<file path="config.mk">
export PLATFORM = sky130hd
export DESIGN_NAME = message_fifo_with_type_purge_top
export DESIGN_NICKNAME = d
export VERILOG_FILES = /design/src/design/mfq_pkg.sv /design/src/design/mfq_dpath.sv /design/src/design/mfq_ctrl.sv /design/src/design/message_fifo_with_type_purge_top.sv
export SDC_FILE = /design/constraint.sdc
export NUM_CORES = 2
export LEC_CHECK = 0
export ABC_CLOCK_PERIOD_IN_PS = 10590
export BUFFER_PORTS_ARGS = -buffer_cell sky130_fd_sc_hd__buf_2
export CAP_MARGIN = 20
export CORE_ASPECT_RATIO = 0.9
export CORE_MARGIN = 10
export CORE_UTILIZATION = 60
export DETAILED_ROUTE_END_ITERATION = 10
export PLACE_DENSITY = 0.74
export SYNTH_ARGS = -nofsm -noshare
export SYNTH_HDL_FRONTEND = slang
export SYNTH_SLANG_ARGS = --single-unit
</file>
<file path="constraint.sdc">
create_clock -name aclk -period 10.59 [get_ports aclk]
set_input_delay 2.118 -clock aclk [delete_from_list [all_inputs] [get_ports aclk]]
set_output_delay 2.118 -clock aclk [all_outputs]
set_load 0.02 [all_outputs]
</file>
<file path="src/design/mfq_pkg.sv">
`timescale 1ns / 1ps
// Shared types, constants and helpers for the message queue with type purge.
// No dependencies; every other design file refers to this package by scope.

package mfq_pkg;

    localparam int DEPTH   = 16;
    localparam int IDX_W   = $clog2(DEPTH);
    localparam int CNT_W   = $clog2(DEPTH + 1);
    localparam int QCNT_W  = 5;
    localparam int TYPE_W  = 16;
    localparam int ARG_W   = 32;

    typedef enum logic [2:0] {
        CMD_PUT    = 3'd0,
        CMD_GET    = 3'd1,
        CMD_FLUSH  = 3'd2,
        CMD_REMOVE = 3'd3,
        CMD_START  = 3'd4,
        CMD_ABORT  = 3'd5
    } cmd_t;

    typedef enum logic [1:0] {
        STS_OK      = 2'd0,
        STS_EMPTY   = 2'd1,
        STS_ABORTED = 2'd2,
        STS_FULL    = 2'd3
    } status_t;

    // Which payload a result carries
    typedef enum logic [1:0] {
        SEL_NONE = 2'd0,
        SEL_MEM  = 2'd1,
        SEL_ENQ  = 2'd2
    } sel_t;

    typedef enum logic [2:0] {
        ST_IDLE     = 3'd0,
        ST_EXEC     = 3'd1,
        ST_PURGE_RD = 3'd2,
        ST_PURGE_WR = 3'd3,
        ST_RESP_A   = 3'd4,
        ST_RESP_B   = 3'd5
    } state_t;

    typedef struct packed {
        logic [2:0]               command;
        logic [TYPE_W-1:0]        msg_type;
        logic signed [ARG_W-1:0]  first_arg;
        logic signed [ARG_W-1:0]  second_arg;
        logic                     wait_if_empty;
    } in_item_t;

    typedef struct packed {
        logic [1:0]               status;
        logic                     is_delivery;
        logic [TYPE_W-1:0]        out_type;
        logic signed [ARG_W-1:0]  out_first_arg;
        logic signed [ARG_W-1:0]  out_second_arg;
        logic [QCNT_W-1:0]        queued_count;
        logic                     last;
    } out_item_t;

    typedef struct packed {
        logic [TYPE_W-1:0]        msg_type;
        logic signed [ARG_W-1:0]  first_arg;
        logic signed [ARG_W-1:0]  second_arg;
    } entry_t;

    // Commands from the controller to the datapath
    typedef struct packed {
        logic    load_item;
        logic    enq;
        logic    deq;
        logic    flush;
        logic    set_abort;
        logic    clr_abort;
        logic    set_wait;
        logic    clr_wait;
        logic    rd_head;
        logic    purge_init;
        logic    purge_rd;
        logic    purge_wr;
        logic    purge_end;
        logic    emit;
        status_t emit_status;
        logic    emit_deliv;
        sel_t    emit_sel;
        logic    emit_last;
    } ctl_t;

    // Status from the datapath to the controller
    typedef struct packed {
        logic [2:0] command;
        logic       wait_if_empty;
        logic       aborted;
        logic       waiting;
        logic       empty;
        logic       full;
        logic       scan_done;
        logic       out_free;
    } sts_t;

    // Ring position base + off, wrapped once; off never exceeds DEPTH
    function automatic logic [IDX_W-1:0] ring_add(input logic [IDX_W-1:0] base,
                                                  input logic [CNT_W-1:0] off);
        logic [CNT_W:0] sum;
        sum = (CNT_W + 1)'(base) + (CNT_W + 1)'(off);
        if (sum >= (CNT_W + 1)'(DEPTH)) begin
            sum = sum - (CNT_W + 1)'(DEPTH);
        end
        return sum[IDX_W-1:0];
    endfunction

endpackage

</file>
<file path="src/design/mfq_dpath.sv">
`timescale 1ns / 1ps
// Datapath: message ring memory, head/count, flags, purge walker, result register.
// Depends on mfq_pkg.

module mfq_dpath (
    input  logic              aclk,
    input  logic              aresetn,
    input  mfq_pkg::in_item_t s_data,
    input  logic              cfg_wr_en,
    input  logic [15:0]       cfg_wr_data,
    input  logic              m_ready,
    output logic              m_valid,
    output mfq_pkg::out_item_t m_data,
    input  mfq_pkg::ctl_t     ctl,
    output mfq_pkg::sts_t     sts
);

    mfq_pkg::entry_t mem [mfq_pkg::DEPTH];

    mfq_pkg::in_item_t          item_reg;
    mfq_pkg::entry_t            rd_data_reg;
    logic [mfq_pkg::IDX_W-1:0]  head_reg, head_next;
    logic [mfq_pkg::CNT_W-1:0]  count_reg, count_next;
    logic [mfq_pkg::CNT_W-1:0]  scan_reg, scan_next;
    logic [mfq_pkg::CNT_W-1:0]  kept_reg, kept_next;
    logic                       aborted_reg, aborted_next;
    logic                       waiting_reg, waiting_next;
    logic [mfq_pkg::TYPE_W-1:0] marker_reg;
    logic                       m_valid_reg, m_valid_next;
    mfq_pkg::out_item_t         m_data_reg, m_data_next;

    mfq_pkg::entry_t            enq_entry;
    mfq_pkg::entry_t            wr_entry;
    logic [mfq_pkg::IDX_W-1:0]  wr_addr, rd_addr;
    logic                       wr_en, rd_en, keep_entry;

    // Start enqueues the marker with zero arguments, put enqueues the item
    always_comb begin
        if (mfq_pkg::cmd_t'(item_reg.command) == mfq_pkg::CMD_START) begin
            enq_entry.msg_type   = marker_reg;
            enq_entry.first_arg  = '0;
            enq_entry.second_arg = '0;
        end else begin
            enq_entry.msg_type   = item_reg.msg_type;
            enq_entry.first_arg  = item_reg.first_arg;
            enq_entry.second_arg = item_reg.second_arg;
        end
    end

    assign keep_entry = (rd_data_reg.msg_type != item_reg.msg_type);
    assign wr_en      = ctl.enq || (ctl.purge_wr && keep_entry);
    assign wr_addr    = ctl.purge_wr ? mfq_pkg::ring_add(head_reg, kept_reg)
                                     : mfq_pkg::ring_add(head_reg, count_reg);
    assign wr_entry   = ctl.purge_wr ? rd_data_reg : enq_entry;
    assign rd_en      = ctl.rd_head || ctl.purge_rd;
    assign rd_addr    = ctl.purge_rd ? mfq_pkg::ring_add(head_reg, scan_reg) : head_reg;

    always_ff @(posedge aclk) begin
        if (wr_en) begin
            mem[wr_addr] <= wr_entry;
        end
        if (rd_en) begin
            rd_data_reg <= mem[rd_addr];
        end
        if (ctl.load_item) begin
            item_reg <= s_data;
        end
    end

    always_comb begin
        head_next    = head_reg;
        count_next   = count_reg;
        scan_next    = scan_reg;
        kept_next    = kept_reg;
        aborted_next = aborted_reg;
        waiting_next = waiting_reg;
        if (ctl.enq) begin
            count_next = count_reg + 1'b1;
        end
        if (ctl.deq) begin
            head_next  = mfq_pkg::ring_add(head_reg, mfq_pkg::CNT_W'(1));
            count_next = count_reg - 1'b1;
        end
        if (ctl.flush) begin
            head_next  = '0;
            count_next = '0;
        end
        if (ctl.purge_init) begin
            scan_next = '0;
            kept_next = '0;
        end
        if (ctl.purge_wr) begin
            scan_next = scan_reg + 1'b1;
            if (keep_entry) begin
                kept_next = kept_reg + 1'b1;
            end
        end
        if (ctl.purge_end) begin
            count_next = kept_reg;
        end
        if (ctl.set_abort) begin
            aborted_next = 1'b1;
        end
        if (ctl.clr_abort) begin
            aborted_next = 1'b0;
        end
        if (ctl.set_wait) begin
            waiting_next = 1'b1;
        end
        if (ctl.clr_wait) begin
            waiting_next = 1'b0;
        end
    end

    // Result register: the count shown is the one left after the whole item
    always_comb begin
        m_valid_next = m_valid_reg && !m_ready;
        m_data_next  = m_data_reg;
        if (ctl.emit) begin
            m_valid_next             = 1'b1;
            m_data_next.status       = ctl.emit_status;
            m_data_next.is_delivery  = ctl.emit_deliv;
            m_data_next.queued_count = mfq_pkg::QCNT_W'(count_reg);
            m_data_next.last         = ctl.emit_last;
            case (ctl.emit_sel)
                mfq_pkg::SEL_MEM: begin
                    m_data_next.out_type       = rd_data_reg.msg_type;
                    m_data_next.out_first_arg  = rd_data_reg.first_arg;
                    m_data_next.out_second_arg = rd_data_reg.second_arg;
                end
                mfq_pkg::SEL_ENQ: begin
                    m_data_next.out_type       = enq_entry.msg_type;
                    m_data_next.out_first_arg  = enq_entry.first_arg;
                    m_data_next.out_second_arg = enq_entry.second_arg;
                end
                default: begin
                    m_data_next.out_type       = '0;
                    m_data_next.out_first_arg  = '0;
                    m_data_next.out_second_arg = '0;
                end
            endcase
        end
    end

    always_ff @(posedge aclk) begin
        if (!aresetn) begin
            head_reg    <= '0;
            count_reg   <= '0;
            scan_reg    <= '0;
            kept_reg    <= '0;
            aborted_reg <= 1'b1;
            waiting_reg <= 1'b0;
            marker_reg  <= '0;
            m_valid_reg <= 1'b0;
        end else begin
            head_reg    <= head_next;
            count_reg   <= count_next;
            scan_reg    <= scan_next;
            kept_reg    <= kept_next;
            aborted_reg <= aborted_next;
            waiting_reg <= waiting_next;
            m_valid_reg <= m_valid_next;
            if (cfg_wr_en) begin
                marker_reg <= cfg_wr_data;
            end
        end
    end

    always_ff @(posedge aclk) begin
        m_data_reg <= m_data_next;
    end

    assign m_valid = m_valid_reg;
    assign m_data  = m_data_reg;

    assign sts.command       = item_reg.command;
    assign sts.wait_if_empty = item_reg.wait_if_empty;
    assign sts.aborted       = aborted_reg;
    assign sts.waiting       = waiting_reg;
    assign sts.empty         = (count_reg == '0);
    assign sts.full          = (count_reg == mfq_pkg::CNT_W'(mfq_pkg::DEPTH));
    assign sts.scan_done     = (scan_reg == count_reg);
    assign sts.out_free      = !m_valid_reg || m_ready;

endmodule

</file>
<file path="src/design/mfq_ctrl.sv">
`timescale 1ns / 1ps
// Controller: decodes each item, sequences the purge walk and the results.
// Depends on mfq_pkg.

module mfq_ctrl (
    input  logic              aclk,
    input  logic              aresetn,
    input  logic              s_valid,
    output logic              s_ready,
    input  mfq_pkg::sts_t     sts,
    output mfq_pkg::ctl_t     ctl
);

    mfq_pkg::state_t  state_reg, state_next;
    mfq_pkg::status_t r1_status_reg, r1_status_next;
    mfq_pkg::sel_t    r1_sel_reg, r1_sel_next;
    mfq_pkg::status_t r2_status_reg, r2_status_next;
    mfq_pkg::sel_t    r2_sel_reg, r2_sel_next;
    logic             two_reg, two_next;
    logic             silent;

    // A get that starts waiting gives no result at all
    assign silent = (mfq_pkg::cmd_t'(sts.command) == mfq_pkg::CMD_GET) && !sts.aborted
                    && sts.empty && sts.wait_if_empty && !sts.waiting;

    always_comb begin
        state_next = state_reg;
        case (state_reg)
            mfq_pkg::ST_IDLE: begin
                if (s_valid) begin
                    state_next = mfq_pkg::ST_EXEC;
                end
            end
            mfq_pkg::ST_EXEC: begin
                if (silent) begin
                    state_next = mfq_pkg::ST_IDLE;
                end else if (mfq_pkg::cmd_t'(sts.command) == mfq_pkg::CMD_REMOVE
                             && !sts.aborted) begin
                    state_next = mfq_pkg::ST_PURGE_RD;
                end else begin
                    state_next = mfq_pkg::ST_RESP_A;
                end
            end
            mfq_pkg::ST_PURGE_RD: begin
                state_next = sts.scan_done ? mfq_pkg::ST_RESP_A : mfq_pkg::ST_PURGE_WR;
            end
            mfq_pkg::ST_PURGE_WR: begin
                state_next = mfq_pkg::ST_PURGE_RD;
            end
            mfq_pkg::ST_RESP_A: begin
                if (sts.out_free) begin
                    state_next = two_reg ? mfq_pkg::ST_RESP_B : mfq_pkg::ST_IDLE;
                end
            end
            mfq_pkg::ST_RESP_B: begin
                if (sts.out_free) begin
                    state_next = mfq_pkg::ST_IDLE;
                end
            end
            default: begin
                state_next = mfq_pkg::ST_IDLE;
            end
        endcase
    end

    always_comb begin
        ctl            = '0;
        s_ready        = 1'b0;
        r1_status_next = r1_status_reg;
        r1_sel_next    = r1_sel_reg;
        r2_status_next = r2_status_reg;
        r2_sel_next    = r2_sel_reg;
        two_next       = two_reg;
        case (state_reg)
            mfq_pkg::ST_IDLE: begin
                s_ready       = 1'b1;
                ctl.load_item = s_valid;
            end
            mfq_pkg::ST_EXEC: begin
                r1_status_next = mfq_pkg::STS_OK;
                r1_sel_next    = mfq_pkg::SEL_NONE;
                r2_status_next = mfq_pkg::STS_OK;
                r2_sel_next    = mfq_pkg::SEL_NONE;
                two_next       = 1'b0;
                case (mfq_pkg::cmd_t'(sts.command))
                    mfq_pkg::CMD_PUT, mfq_pkg::CMD_START: begin
                        if (mfq_pkg::cmd_t'(sts.command) == mfq_pkg::CMD_PUT
                            && sts.aborted) begin
                            r1_status_next = mfq_pkg::STS_ABORTED;
                        end else if (sts.waiting) begin
                            // hand the message straight to the waiting reader
                            ctl.clr_wait = 1'b1;
                            two_next     = 1'b1;
                            r2_sel_next  = mfq_pkg::SEL_ENQ;
                        end else if (sts.full) begin
                            r1_status_next = mfq_pkg::STS_FULL;
                        end else begin
                            ctl.enq = 1'b1;
                        end
                        if (mfq_pkg::cmd_t'(sts.command) == mfq_pkg::CMD_START) begin
                            ctl.clr_abort = 1'b1;
                        end
                    end
                    mfq_pkg::CMD_GET: begin
                        if (sts.aborted) begin
                            r1_status_next = mfq_pkg::STS_ABORTED;
                        end else if (!sts.empty) begin
                            ctl.rd_head = 1'b1;
                            ctl.deq     = 1'b1;
                            r1_sel_next = mfq_pkg::SEL_MEM;
                        end else if (silent) begin
                            ctl.set_wait = 1'b1;
                        end else begin
                            r1_status_next = mfq_pkg::STS_EMPTY;
                        end
                    end
                    mfq_pkg::CMD_FLUSH: begin
                        ctl.flush = 1'b1;
                    end
                    mfq_pkg::CMD_REMOVE: begin
                        if (sts.aborted) begin
                            r1_status_next = mfq_pkg::STS_ABORTED;
                        end else begin
                            ctl.purge_init = 1'b1;
                        end
                    end
                    mfq_pkg::CMD_ABORT: begin
                        ctl.set_abort = 1'b1;
                        if (sts.waiting) begin
                            ctl.clr_wait   = 1'b1;
                            two_next       = 1'b1;
                            r2_status_next = mfq_pkg::STS_ABORTED;
                        end
                    end
                    default: begin
                    end
                endcase
            end
            mfq_pkg::ST_PURGE_RD: begin
                ctl.purge_rd  = !sts.scan_done;
                ctl.purge_end = sts.scan_done;
            end
            mfq_pkg::ST_PURGE_WR: begin
                ctl.purge_wr = 1'b1;
            end
            mfq_pkg::ST_RESP_A: begin
                ctl.emit        = sts.out_free;
                ctl.emit_status = r1_status_reg;
                ctl.emit_sel    = r1_sel_reg;
                ctl.emit_deliv  = 1'b0;
                ctl.emit_last   = !two_reg;
            end
            mfq_pkg::ST_RESP_B: begin
                ctl.emit        = sts.out_free;
                ctl.emit_status = r2_status_reg;
                ctl.emit_sel    = r2_sel_reg;
                ctl.emit_deliv  = 1'b1;
                ctl.emit_last   = 1'b1;
            end
            default: begin
            end
        endcase
    end

    always_ff @(posedge aclk) begin
        if (!aresetn) begin
            state_reg     <= mfq_pkg::ST_IDLE;
            r1_status_reg <= mfq_pkg::STS_OK;
            r1_sel_reg    <= mfq_pkg::SEL_NONE;
            r2_status_reg <= mfq_pkg::STS_OK;
            r2_sel_reg    <= mfq_pkg::SEL_NONE;
            two_reg       <= 1'b0;
        end else begin
            state_reg     <= state_next;
            r1_status_reg <= r1_status_next;
            r1_sel_reg    <= r1_sel_next;
            r2_status_reg <= r2_status_next;
            r2_sel_reg    <= r2_sel_next;
            two_reg       <= two_next;
        end
    end

endmodule

</file>
<file path="src/design/message_fifo_with_type_purge_top.sv">
`timescale 1ns / 1ps
// Top level of the message queue with type purge: controller plus datapath.
// Depends on mfq_pkg, mfq_ctrl and mfq_dpath.
//
//   Channel   Ports                         Direction  Transfer
//   -------   ----------------------------  ---------  ---------------------------
//   command   s_valid, s_ready, s_data      in         valid & ready at clock edge
//   result    m_valid, m_ready, m_data      out        valid & ready at clock edge
//   config    cfg_wr_en, cfg_wr_data        in         every edge with cfg_wr_en
//
// One item at a time: accept, decode/execute, then the results one after another, so
// put, get, flush, start and abort give one result (two with a delivery); a get that
// starts waiting gives no result. Remove walks the stored messages through the single
// memory read port, reading each in ST_PURGE_RD and writing it back, if kept, in
// ST_PURGE_WR. Reset (aresetn, synchronous, low) empties the queue, marks it aborted
// and clears the marker type. A stalled result register holds the sequencer in its
// result state; no new item is taken until all results of the current item have
// entered the result register.

module message_fifo_with_type_purge_top (
    input  logic               aclk,
    input  logic               aresetn,
    input  logic               s_valid,
    output logic               s_ready,
    input  mfq_pkg::in_item_t  s_data,
    output logic               m_valid,
    input  logic               m_ready,
    output mfq_pkg::out_item_t m_data,
    input  logic               cfg_wr_en,
    input  logic [15:0]        cfg_wr_data
);

    mfq_pkg::ctl_t ctl;
    mfq_pkg::sts_t sts;

    // Sequence each item: decide the outcome, drive the purge walk, emit results
    mfq_ctrl u_ctrl (
        .aclk    (aclk),
        .aresetn (aresetn),
        .s_valid (s_valid),
        .s_ready (s_ready),
        .sts     (sts),
        .ctl     (ctl)
    );

    // Hold the ring, pointers, flags and the result register
    mfq_dpath u_dpath (
        .aclk        (aclk),
        .aresetn     (aresetn),
        .s_data      (s_data),
        .cfg_wr_en   (cfg_wr_en),
        .cfg_wr_data (cfg_wr_data),
        .m_ready     (m_ready),
        .m_valid     (m_valid),
        .m_data      (m_data),
        .ctl         (ctl),
        .sts         (sts)
    );

endmodule
</file>
# Yosys cells after proc, flatten, opt, wreduce, memory -nomap -nowiden
# Memories as Yosys holds them, arrays and structs flattened. A register that Yosys moved wholly into a read port is not among the register bits.
# Index checks and enable logic that the tools add are counted.
# totals
elab_cells	162
mem_bits_rw	1280
mem_count	1
out_inout_bits	91
input_bits	105
regBits	223
# memory_table
memory	depth	word_bits	rd	rd_clocked_by_memory_dff	write_ports	line_no	rtl
u_dpath.mem	16	80	1	1	1	mfq_dpath.sv:18	mfq_pkg::entry_t mem [mfq_pkg::DEPTH];
# classes
bitwise_logic	1
n_lt_le_gt_ge	4
n_eq_ne	18
n_addsub	12
mux	73
reduce_logical	27
# op_table
op	count
$mux 80	2
$pmux 80 s2	1
$mux 5	9
$mux 1	32
$mux 4	6
$mux 2	11
$mux 3	7
$add 4x5->6	3
$ge 6x5->1 const B	3
$pmux 3 s6	1
$ne 16x16->1	1
$sub 4x1->4 const B	4
$add 5x1->5 const B	3
$pmux 7 s2	1
$eq 3x2->1 const B	4
$eq 3x3->1 const B	4
$mux 9	1
$logic_and 1x1->1	8
$eq 3x1->1 const B	2
$logic_not 1->1	6
$logic_not 3->1	2
$pmux 2 s3	1
$reduce_or 2->1	3
$add 4x1->5 const B	1
other kinds (15)	19

# Longest topological paths before layout
# depth
ltp_word	14
depth_mapped	15
depth_no_buf	11

# Modules after synthesis
# From an unflattened synthesis, not the netlist that was laid out.
# unflattened
cells_unflattened	3003
area_unflattened_um2	61724.2
# modules_own_cells
module	area_per_inst_um2	seq_area_each_um2	cells_per_inst	n_inst
mfq_dpath	61023.5	46794.9	2912	1
mfq_ctrl	700.7	180.2	91	1

# Worst setup path after synthesis
# OpenSTA, ideal clock, no wires.
# synth_timing
path_kind	reg-to-reg
startpoint	register u_ctrl.state_reg[1]
endpoint	memory u_dpath.mem[7][0] in the netlist's numbering (enable)
n_path_buf	5
setup_ns	0.519
stages_incl_launch_ff	15
path_slack_ns	3.884
t_arrival_ns	6.187
t_required_ns	10.071
period_less_slack_ns	6.706
path_cell_list	dfxtp_1 > clkbuf_1 > and3_1 > clkbuf_1 > clkbuf_1 > clkbuf_1 > buf_1 > nand2_1 > nand2_1 > ha_1 > a21oi_1 > xnor2_1 > xor2_1 > nand2_1 > nor2_1
# synth_between
elab_chain_cells	6
word_cells_on_any_way	9
cone_classes	eq/ne (2); mux (5); reduce/logical (2)
# synth_rtl
item	line_no	rtl
from (decl)	mfq_ctrl.sv:14	mfq_pkg::state_t state_reg, state_next;
from (signal assigned)	mfq_ctrl.sv:167	state_reg <= mfq_pkg::ST_IDLE;
from (signal assigned)	mfq_ctrl.sv:174	state_reg <= state_next;
$eq 3x2->1	mfq_ctrl.sv:74	case (state_reg)
$mux 1	mfq_ctrl.sv:74	
$logic_and 1x1->1	mfq_dpath.sv:51	assign wr_en = ctl.enq || (ctl.purge_wr && keep_entry);
$logic_or 1x1->1	mfq_dpath.sv:51	
$mux 1	mfq_dpath.sv:59	if (wr_en) begin
$mux 1 (implied by the code)	mfq_dpath.sv:60	mem[wr_addr] <= wr_entry;
to (decl)	mfq_dpath.sv:18	
# Parallel ways exist; a longest one is shown, timed or not.

# Worst setup path in the final report
# layout_timing
startpoint	register u_ctrl.state_reg[1]
endpoint	memory u_dpath.mem[4][76] in the netlist's numbering (enable)
# The elaborated chain is that of the path after synthesis.

==> impl_metrics.py <==
metrics = {
    "status": {
        "status": "complete, no violations",
    },
    "yosys": {
        "ys_seq_area_frac": 0.7142,
        "synth-async-reset-ratio": 0,
        "synth_top_cell_by_area": "edfxtp_1",
        "synth_edf_count": 1533,
        "syn_area_per_cell_sq_um": 13.79,
        "synth_area_leaders": "edfxtp_1 (70%), nand3_1 (7.7%), o21ai_0 (3.2%), a211oi_1 (2.1%), clkbuf_1 (1.7%)",
        "synth_cells": 4768,
        "synth_top_area_frac": 0.6999,
        "synth_flop_cell": "edfxtp_1",
        "ys.warnings.count": 0,
        "netlist_area_sq_um": 65770,
        "synth.net_count": 4890,
        "ys_ff_latch": 1580,
        "yosysUniqueCellTypes": 65,
    },
    "clocking": {
        "cts_buffers": 154,
        "clk-insertion-delay-late_ns": 0.78,
        "cts.repair.resized": 0,
        "cts_tree": "built",
        "clk_path_buf_depth": 3,
        "htree_levels": 4,
        "cts-hold-fix-buffers": 0,
        "cts-root-buf": "clkbuf_16",
        "clk_transition_reported_paths_ns": 0.06,
        "cts.sinks": 1580,
        "post-cts-setup-buffers": 0,
    },
    "global_routing": {
        "grt_pass1_vias": 43432,
        "antenna_found_initial": 2,
        "overflow": 0,
        "grt_pass1_wl_mm": 280.0,
        "grt_max_degree": 231,
        "grt_usage": 0.2981,
    },
    "setup_path": {
        "required_ns": 10.98,
        "endpoint_kind": "register",
        "cp.arrival_ns": 5.49,
        "path_cells": "and3_4, nor2_1, a21o_1, ha_1, a21o_1, a21oi_1, xnor2_1, xor2_1, nand2_1, nor2_4, buf_4, buf_4",
        "worst-path-max-fanout": 53,
        "critPathMaxStageDelay_ns": 0.85,
        "start_kind": "register",
        "path_class": "register to register",
        "slowest_stage": "and3_4",
    },
    "drt": {
        "wl_per_cell_um": 29.80,
        "wirelength_mm": 189.4,
        "ant_nets": 0,
        "vias": 44889,
        "drt-vias-per-instance": 7.065,
        "drc": 0,
        "firstDrtPassIters": 6,
        "first_iter_violations": 7567,
    },
    "sta": {
        "worst_pin_slew_ns": 1.252,
        "drv_slew": 0,
        "slew_headroom": 0.1653,
        "rsz0062_at_grt": "no",
        "skew_ns": 0.02475,
        "finalHoldViolCount": 0,
        "layout_worst_path_cycle_share": 0.4812,
        "setup_violations": 0,
        "holdWs_ns": 0.4756,
        "fin_setup_tns_ns": 0,
        "final.min_clock_period_ns": 5.096,
        "max_freq_mhz": 196.2,
    },
    "power_and_ir_drop": {
        "combPwrFrac": 0.031,
        "switchingPower_w": 0.002679,
        "p_sw_frac": 0.2084,
        "power_per_cell_area_nw_per_um2": 176.3,
        "p_int_w": 0.01018,
        "clkPwrFrac": 0.426,
        "p_leak_nw": 23.98,
        "total_power_w": 0.01286,
        "ir_worst_vdd_mv": 0.1843,
        "seq_power_share": 0.543,
    },
    "die": {
        "fp.dieW_um": 369.0,
        "dieArea_sq_um": 123300,
        "die_h_um": 334.1,
        "ioPinCount": 196,
        "num_rows": 115,
        "start_util": 0.6030,
        "core_area_sq_um": 109100,
    },
    "placed_design": {
        "port-buffer-count": 195,
        "globalplace.congestion": 0.8304,
        "place_inst": 6063,
        "dpl.hpwl_mm": 93.43,
    },
    "finish": {
        "nets": 4890,
        "drive_above_1_share": 0.1343,
        "diodes": 0,
        "fin_util": 0.6688,
        "n_fill_cell": 7451,
        "finalNonFillerCells": 6354,
        "largest_reg_flops": 1280,
        "syn2layout_area_growth_pct": 10.91,
    },
    "job": {
        "max-cap-violations": 0,
    },
    "worst_hold_path": {
        "worstHoldPathType": "register to register",
    },
}
-- per-layer routing --
metal,vias up,GRT usage,part of all wire
met1,21963,0.4239,0.39
li1,18947,-,-
met3,456,0.07630,0.13
met2,3521,0.4434,0.45
met4,2,0.1105,0.034
met5,-,0,0.000058
-- worst paths after layout --
path / startpoint / end / slack (ns) / cells after the start
max: u_ctrl.state_reg[1] / u_dpath.mem[4][76] / 5.49 / 12
min: u_ctrl.r1_sel_reg[0] / u_ctrl.r1_sel_reg[0] / 0.48 / 2
max reg2reg: u_ctrl.state_reg[1] / u_dpath.mem[4][76] / 5.49 / 12
min reg2reg: u_ctrl.r1_sel_reg[0] / u_ctrl.r1_sel_reg[0] / 0.48 / 2
-- critical path: cells and delay by family, from the launching register on --
family | cells | cell delay [ns]
AND/OR/NAND/NOR | 4 | 1.38
flip-flops | 1 | 0.56
XOR/XNOR | 2 | 0.43
adder cells (fa/ha/maj) | 1 | 0.27
AO/OA/AOI/OAI | 3 | 0.53
buffers and inverters | 2 | 1.43
-- layout by cell type, fill, tap and decap left out, drive strengths merged, types with 14 or more instances in the layout --
master and count:
ha 14, o221a 49, a211o 31, mux2i 84, o22ai 31, inv 24, clkinv 62, a22o 65
nand4 34, bufinv 15, nand2 47, a211oi 183, nor2 172, edfxtp 1533, nor2b 23, a31oi 35
clkbuf 198, o21ai 477, buf 290, xnor2 14, dfxtp 47, a32oi 49, mux2 78, a2111oi 33
a22oi 113, a221oi 60, xor2 22, nand3 1007
-- kinds of logic (layout without fill, tap and decap cells) --
family,after synthesis,in the layout,synth area share
DFF,1580,1580,0.7142
and+or+nand+nor,1332,1332,0.09963
AOI/OAI and AO/OA,1173,1173,0.1223
buffers and inverters,468,592,0.02897
muxes,162,162,0.02614
xor gates and xnor gates,36,36,0.005136
adders and majority gates,17,17,0.003577
-- layout make-up --
type	instances	area, sq um	share of cell area
Tap cell	1462	1829	0.02508
Timing Repair Buffer	295	1868	0.02561
Multi-Input combinational cell	2720	17230	0.2362
Inverter	17	63.81	0.0008748
Clock buffer	193	4149	0.05688
Sequential cell	1580	46980	0.6440
Clock inverter	87	825.8	0.01132
-- synthesized netlist by cell type (4+ instances only) --
cell,number
o21ai_1,61
buf_4,9
a31oi_1,33
a22o_1,65
o221a_1,13
a221oi_1,60
inv_1,17
a21o_1,6
clkbuf_1,301
a21oi_1,7
o22ai_1,31
mux2_1,19
xnor2_1,11
nand2_1,46
buf_1,54
nand4_1,34
buf_2,86
o21a_1,5
a22oi_1,113
a21boi_0,12
mux2i_1,84
dfxtp_1,47
a211o_1,31
and3_1,12
nor4_1,7
and2_1,5
o221a_2,36
a211oi_1,183
mux2_2,59
nand3_1,1006
nor3_1,6
nor2b_1,23
or3_1,4
nor2_1,170
edfxtp_1,1533
o211ai_1,6
xor2_1,22
a32oi_1,49
o21ai_0,415
ha_1,14
a2111oi_0,33
o211a_1,5
-- per-stage QoR --
stage / instance area, sq um / setup slack [ns]
after global routing: 72940 / 5.298
after global placement: 67810 / 5.659
after CTS: 72800 / 5.510
after floorplan: 65770 / 3.884
after detailed placement: 67820 / 5.507
final: 72940 / 5.494
-- power by group through the flow --
stage	registers (W)	logic (W)	clock network [W]
5_1_grt	0.00699	0.000423	0.00573
2_1_floorplan	0.00712	0.000205	0
6_report	0.00699	0.000401	0.00547
4_1_cts	0.00699	0.000382	0.00550
3_5_place_dp	0.00712	0.000380	0
3_3_place_gp	0.00712	0.000370	0
Note: power is estimated with default switching activity, not from simulation.
